### src/sv/bspf_pkg.sv
// Types and constants for the byte-sum packet framer.
// No dependencies; used by bspf_step, the top level and the checker.
`default_nettype none

package bspf_pkg;

    localparam logic [7:0] START_BYTE = 8'd1;
    localparam logic [7:0] END_BYTE   = 8'd92;

    localparam logic MODE_BEGIN = 1'b0;
    localparam logic MODE_BODY  = 1'b1;

    // Longest burst one request can cause: start, len lo, len hi, sum, end.
    localparam int unsigned BURST_MAX = 5;
    localparam int unsigned CNT_W     = $clog2(BURST_MAX + 1);

    typedef struct packed {
        logic        mode;
        logic [15:0] frame_length;
        logic [7:0]  body_byte;
    } t_in_req;

    typedef struct packed {
        logic [7:0] wire_byte;
        logic       last;
        logic       error;
    } t_out_req;

    typedef struct packed {
        logic                          open;
        logic [15:0]                   left;
        logic [7:0]                    sum;
    } t_frame_state;

    typedef struct packed {
        logic [BURST_MAX-1:0][7:0]     bytes;
        logic [CNT_W-1:0]              count;
        logic                          error;
    } t_burst;

endpackage

`default_nettype wire

### src/sv/byte_sum_packet_framer.sv
// Top level of the byte-sum packet framer.
// Depends on bspf_pkg and bspf_step.
//
// Usage:
//   Input channel (i_in, i_in_valid, o_in_stall): one request is either a
//   begin (mode 0, carries the frame length) or one body byte (mode 1).
//   Output channel (o_out, o_out_valid, i_out_stall): one wire byte per
//   transfer, with last marking the final byte a request caused and error
//   marking a zero length or a stray body byte.
//   A request is turned into its whole burst (1, 3 or 5 bytes) combinationally
//   and held in the burst register, which drives the output one byte a cycle unless stalled.
//   Latency: the first byte of a burst is visible the cycle after the request
//   is accepted. Throughput: one request per burst; a single-byte burst
//   (body bytes, errors) sustains one request a cycle unless the receiver
//   stalls; a begin or a closing body byte holds the input until its last
//   byte leaves the one-byte-per-cycle output port.
//   A new request is taken in the same cycle as the last byte of the current
//   burst leaves, so there are no bubbles between bursts.
//   Receiver stall: the current byte holds; the input side stalls until the
//   burst drains.
//   Reset (synchronous, active low): no frame open, checksum and count zero,
//   burst register empty.
`default_nettype none

module byte_sum_packet_framer (
    input  wire                    i_clk,
    input  wire                    i_rst_n,
    input  wire bspf_pkg::t_in_req i_in,
    input  wire                    i_in_valid,
    output logic                   o_in_stall,
    output bspf_pkg::t_out_req     o_out,
    output logic                   o_out_valid,
    input  wire                    i_out_stall
);

    // frame tracking
    bspf_pkg::t_frame_state r_state;
    bspf_pkg::t_frame_state n_state;

    // burst register
    logic [bspf_pkg::BURST_MAX-1:0][7:0] r_bytes;
    logic [bspf_pkg::CNT_W-1:0]          r_cnt;
    logic [bspf_pkg::CNT_W-1:0]          r_idx;
    logic                                r_err;
    logic                                r_busy;

    bspf_pkg::t_burst w_burst;

    logic w_out_take;
    logic w_burst_end;
    logic w_in_take;
    logic w_last;

    bspf_step u_step (
        .i_req   (i_in),
        .i_state (r_state),
        .o_state (n_state),
        .o_burst (w_burst)
    );

    assign w_last      = (r_idx == r_cnt - bspf_pkg::CNT_W'(1));
    assign w_out_take  = r_busy && !i_out_stall;
    assign w_burst_end = w_out_take && w_last;
    // free when empty or when the final byte goes this cycle
    assign o_in_stall  = r_busy && !w_burst_end;
    assign w_in_take   = i_in_valid && !o_in_stall;

    assign o_out_valid     = r_busy;
    assign o_out.wire_byte = r_bytes[r_idx];
    assign o_out.last      = w_last;
    assign o_out.error     = r_err;

    always_ff @(posedge i_clk) begin
        if (!i_rst_n) begin
            r_state <= '0;
            r_busy  <= 1'b0;
            r_cnt   <= '0;
            r_idx   <= '0;
            r_err   <= 1'b0;
        end else begin
            if (w_in_take) begin
                r_state <= n_state;
                r_busy  <= 1'b1;
                r_cnt   <= w_burst.count;
                r_idx   <= '0;
                r_err   <= w_burst.error;
            end else if (w_burst_end) begin
                r_busy <= 1'b0;
            end else if (w_out_take) begin
                r_idx <= r_idx + bspf_pkg::CNT_W'(1);
            end
        end
    end

    // payload, no reset needed
    always_ff @(posedge i_clk) begin
        if (w_in_take) begin
            r_bytes <= w_burst.bytes;
        end
    end

endmodule

`default_nettype wire

### src/sv/bspf_step.sv
// Combinational next-state and burst builder for one request.
// Depends on bspf_pkg.
`default_nettype none

module bspf_step (
    input  wire bspf_pkg::t_in_req      i_req,
    input  wire bspf_pkg::t_frame_state i_state,
    output bspf_pkg::t_frame_state      o_state,
    output bspf_pkg::t_burst            o_burst
);

    logic [7:0]  w_lo;
    logic [7:0]  w_hi;
    logic [7:0]  w_hdr_sum;
    logic [7:0]  w_body_sum;
    logic [15:0] w_left_dec;

    assign w_lo       = i_req.frame_length[7:0];
    assign w_hi       = i_req.frame_length[15:8];
    assign w_hdr_sum  = bspf_pkg::START_BYTE + w_lo + w_hi;
    assign w_body_sum = i_state.sum + i_req.body_byte;
    assign w_left_dec = i_state.left - 16'd1;

    always_comb begin
        o_state       = i_state;
        o_burst.bytes = '0;
        o_burst.count = bspf_pkg::CNT_W'(1);
        o_burst.error = 1'b0;
        if (i_req.mode == bspf_pkg::MODE_BEGIN) begin
            // any open frame is dropped without trailer
            o_state = '0;
            if (i_req.frame_length == 16'd0) begin
                o_burst.error = 1'b1;
            end else begin
                o_burst.bytes[0] = bspf_pkg::START_BYTE;
                o_burst.bytes[1] = w_lo;
                o_burst.bytes[2] = w_hi;
                if (i_req.frame_length == 16'd1) begin
                    o_burst.bytes[3] = w_hdr_sum;
                    o_burst.bytes[4] = bspf_pkg::END_BYTE;
                    o_burst.count    = bspf_pkg::CNT_W'(5);
                end else begin
                    o_burst.count = bspf_pkg::CNT_W'(3);
                    o_state.open  = 1'b1;
                    o_state.left  = i_req.frame_length - 16'd1;
                    o_state.sum   = w_hdr_sum;
                end
            end
        end else if (!i_state.open || i_state.left == 16'd0) begin
            // stray body byte: state untouched
            o_burst.error = 1'b1;
        end else begin
            o_burst.bytes[0] = i_req.body_byte;
            if (w_left_dec == 16'd0) begin
                o_burst.bytes[1] = w_body_sum;
                o_burst.bytes[2] = bspf_pkg::END_BYTE;
                o_burst.count    = bspf_pkg::CNT_W'(3);
                o_state          = '0;
            end else begin
                o_state.left = w_left_dec;
                o_state.sum  = w_body_sum;
            end
        end
    end

endmodule

`default_nettype wire

### config.mk
export PLATFORM = sky130hd
export DESIGN_NAME = byte_sum_packet_framer
export DESIGN_NICKNAME = d
export VERILOG_FILES = /design/src/sv/bspf_pkg.sv /design/src/sv/byte_sum_packet_framer.sv /design/src/sv/bspf_step.sv
export SDC_FILE = /design/constraint.sdc
export NUM_CORES = 1
export LEC_CHECK = 0
export BUFFER_PORTS_ARGS = -buffer_cell sky130_fd_sc_hd__buf_2
export CAP_MARGIN = 10
export CORE_ASPECT_RATIO = 0.9
export CORE_UTILIZATION = 28
export CTS_BUF_LIST = sky130_fd_sc_hd__clkbuf_16
export DETAILED_ROUTE_END_ITERATION = 6
export GPL_ROUTABILITY_DRIVEN = 0
export PLACE_DENSITY_LB_ADDON = 0.05
export SETUP_SLACK_MARGIN = 0.5
export SYNTH_ARGS = -nofsm -noshare
export SYNTH_HDL_FRONTEND = slang
export SYNTH_SLANG_ARGS = --single-unit
### constraint.sdc
create_clock -name i_clk -period 2.56 [get_ports i_clk]
set_input_delay 0.512 -clock i_clk [delete_from_list [all_inputs] [get_ports i_clk]]
set_output_delay 0.512 -clock i_clk [all_outputs]
set_load 0.01 [all_outputs]
==> flow_summary.ini <==
[outcome]
status = completed

[yosys]
ys_warn_count = 0
syn_nets = 522
ys_types = 69
synthMuxAreaShare_pct = 5.29
syn_area_um2 = 4400
syn-mean-instance-area_um2 = 9.33
synthArstFlopShare_pct = 0
synth-simple-area-share_pct = 19.6
synthCells = 471
yosys.area_share.xor_xnor_pct = 5.92
synth-edff-count = 33
synth_compound_area_share_pct = 19.9
synthAdderAreaFrac_pct = 6.60
synth_top_flop_cell = edfxtp_1
ys_ff_latch = 66
synth_top_family_by_area = compound AO/OA/AOI/OAI gates
yosysSeqAreaShare_pct = 37.6

[min_path]
hp-class = primary input to register
whs_endpoint = o_out_valid
whs_path_depth = 3
hold_start = i_in_valid

[layout]
fin_util_pct = 41.8
n_antenna_cell = 0
mostFrequentLayoutCell = buf_4
final_cell_mix = buf_4, buf_2, nor2_1, edfxtp_1, dfxtp_1
drive_above_1_share_pct = 42.3
stdcell_area_um2 = 6430
fin_cells = 800
area_delta_synth_final_pct = 46.3
fin_nets = 644
nFillCells = 1600

[timing]
rsz0062_at_grt = yes
final.setup.worst_slack_ps = 133
layout_min_cycle_time_ps = 2430
finClkSkew_ps = 8.03
tightest_slew_ps = 720
hold_viol = 0
setup_viol = 0
period_share_pct = 94.8
timing.fmax_ghz = 0.412
tns_ps = 0
slew_viol_final = 0
hold_slack_ps = 417
max-slew-margin-rel_pct = 51.9

[clock_tree]
htreeDepth = 3
cts_tree = built
cts_max_path_buffers = 2
cts_buffers = 9
cts.clk_slew.worst_paths_ps = 60
cts_root_buf = clkbuf_16
clock_sinks = 66
clk_latency_ps = 350

[placed_design]
dpl_worst_slack_ps = -45.6
place_area_um2 = 5320
place_hpwl_um = 11800
numPortBuffers = 40
post-place-cells = 747

[worst_setup_path]
endpoint_kind = register
cp_max_fo = 6
path_cells = inv_4 -> ha_4 -> or3b_4 -> o21ai_2 -> o211ai_1 -> buf_4 -> or4_4 -> a31oi_1 -> o22ai_1
r2r_start = r_state[8]
slowest_delay_ps = 620
cp.arrival_ps = 2650
required_ps = 2780
slowest_stage = or4_4
worst_r2r_path_depth = 9
rr_endpoint = r_state[11]
cp-start-kind = register
critical_path_class = register to register
r2r_setup_slack_ps = 130
startpoint = r_state[8]

[global_route]
grt_pass1_wl_um = 24700
grtUsageTotal_pct = 20.9
overflow = 0
grt_pass1_vias = 4167
grt_max_degree = 20
antenna_found_initial = 0

[pwr]
p_sw_share_pct = 34.3
power.sequential.fraction_pct = 33.4
clkPwrFrac_pct = 31.1
p_comb_share_pct = 35.5
vdd_drop_max_uv = 295
leakage_nw = 2.51
power.internal_mw = 2.48
switching_power_mw = 1.29
power_mw = 3.77
p_per_area_nw_per_um2 = 587

[floorplan]
num_rows = 43
die_area_um2 = 16200
pin_count = 41
die_x_um = 134
start_util_pct = 28.6
die_h_um = 121
core_region_area_um2 = 15400

[detailed_routing]
first_pass_iters = 4
ant_nets = 0
drc_errors = 0
drtIter0Drc = 228
routed_wl_um = 16400
num_vias = 4161
drt-vias-per-instance = 5.20
avgRoutedWirePerCell_um = 20.5

[job]
drv_cap = 0
## Yosys cell counts, types with 3 or more instances
cell / instances / area [µm²]
nor2_1: 36 / 135
dfxtp_1: 33 / 661
edfxtp_1: 33 / 991
o21ai_0: 32 / 160
inv_1: 28 / 105
nand2_1: 25 / 93.8
a21oi_1: 23 / 115
ha_1: 20 / 250
clkbuf_1: 19 / 71.3
xnor2_1: 18 / 158
and2_1: 12 / 75.1
nand3_1: 12 / 60.1
nor3_1: 12 / 60.1
a31oi_1: 10 / 62.6
nor2b_1: 10 / 62.6
xor2_1: 9 / 78.8
mux4_2: 8 / 180
nor4_1: 7 / 43.8
o21a_1: 7 / 52.6
or3_1: 7 / 43.8
nand4_1: 6 / 37.5
nor3b_1: 6 / 45.0
o211ai_1: 6 / 45.0
a22o_1: 5 / 43.8
a22oi_1: 5 / 37.5
a21o_1: 4 / 30.0
nand2b_1: 4 / 25.0
o21ai_1: 4 / 20.0
o22ai_1: 4 / 25.0
or4_1: 4 / 30.0
and3_1: 3 / 18.8
buf_2: 3 / 15.0
mux2i_1: 3 / 30.0
nor4_2: 3 / 37.5
o32ai_1: 3 / 26.3
o41a_1: 3 / 33.8
## cell families (layout without fill, tap and decap cells)
logic type,Yosys count,after routing
adders and majority gates,22,22
buffers and inverters,55,181
DFF,66,66
muxes,13,13
xor gates and xnor gates,28,28
AOI/OAI and AO/OA,130,130
and+or+nand+nor,157,158
## worst max-delay path by stage
| stage | depth (start not counted) | slack (ps) | end |
|---|---|---|---|
| 6_report | 9 | 130 | r_state[11] |
| 5_1_grt | 9 | 40 | r_state[12] |
| 4_1_cts | 7 | 140 | r_state[12] |
| 3_5_place_dp | 6 | -50 | r_bytes[28] |
| 3_3_place_gp | 7 | -30 | r_cnt[2] |
| 2_1_floorplan | 7 | 260 | r_state[12] |
## power by group through the flow
stage	sequential, mW	combinational (mW)	clock (mW)
floorplan	1.25	0.643	0
global placement	1.27	1.04	0
detailed placement	1.27	1.03	0
CTS	1.26	1.19	1.20
global route	1.27	1.44	1.25
finish	1.26	1.34	1.17
## cell type report
type,instances,area [µm²],area share (%)
clock inverter,7,45.0,0.700
tap,202,253,3.93
sequential,66,1670,25.9
multi-input combinational,351,2970,46.1
clock buffer,9,225,3.50
inverter,29,118,1.83
timing repair buffer,136,1160,18.0
## worst max-delay path: cells and delay by family, from the launching register on
kind                     cells  cell delay, ps
AND/OR/NAND/NOR              2            1010
AO/OA/AOI/OAI                4             540
buffers and inverters        2             250
adder cells (fa/ha/maj)      1             130
flip-flops                   1             370
## registers in the layout, indices dropped and copies added (netlist names)
signal       cells
r_err            1
r_state         25
r_bytes         33
o_out_valid      1
r_cnt            3
r_idx            3
## repair_timing
item	CTS	global route
pin swaps	17	20
endpoints found under the setup margin	98	92
cloned	5	3
hold buffers	0	0
gates resized for setup	49	64
buffers inserted	20	9
## routing by layer
| metal | vias up | routed length, µm | GRT usage (%) |
|---|---|---|---|
| li1 | 2017 | - | - |
| met1 | 2038 | 8000 | 29.5 |
| met2 | 90 | 7420 | 32.9 |
| met3 | 16 | 761 | 3.09 |
| met4 | 0 | 236 | 6.04 |
| met5 | - | 0 | 0 |
Power figures use the tool's default switching activity.
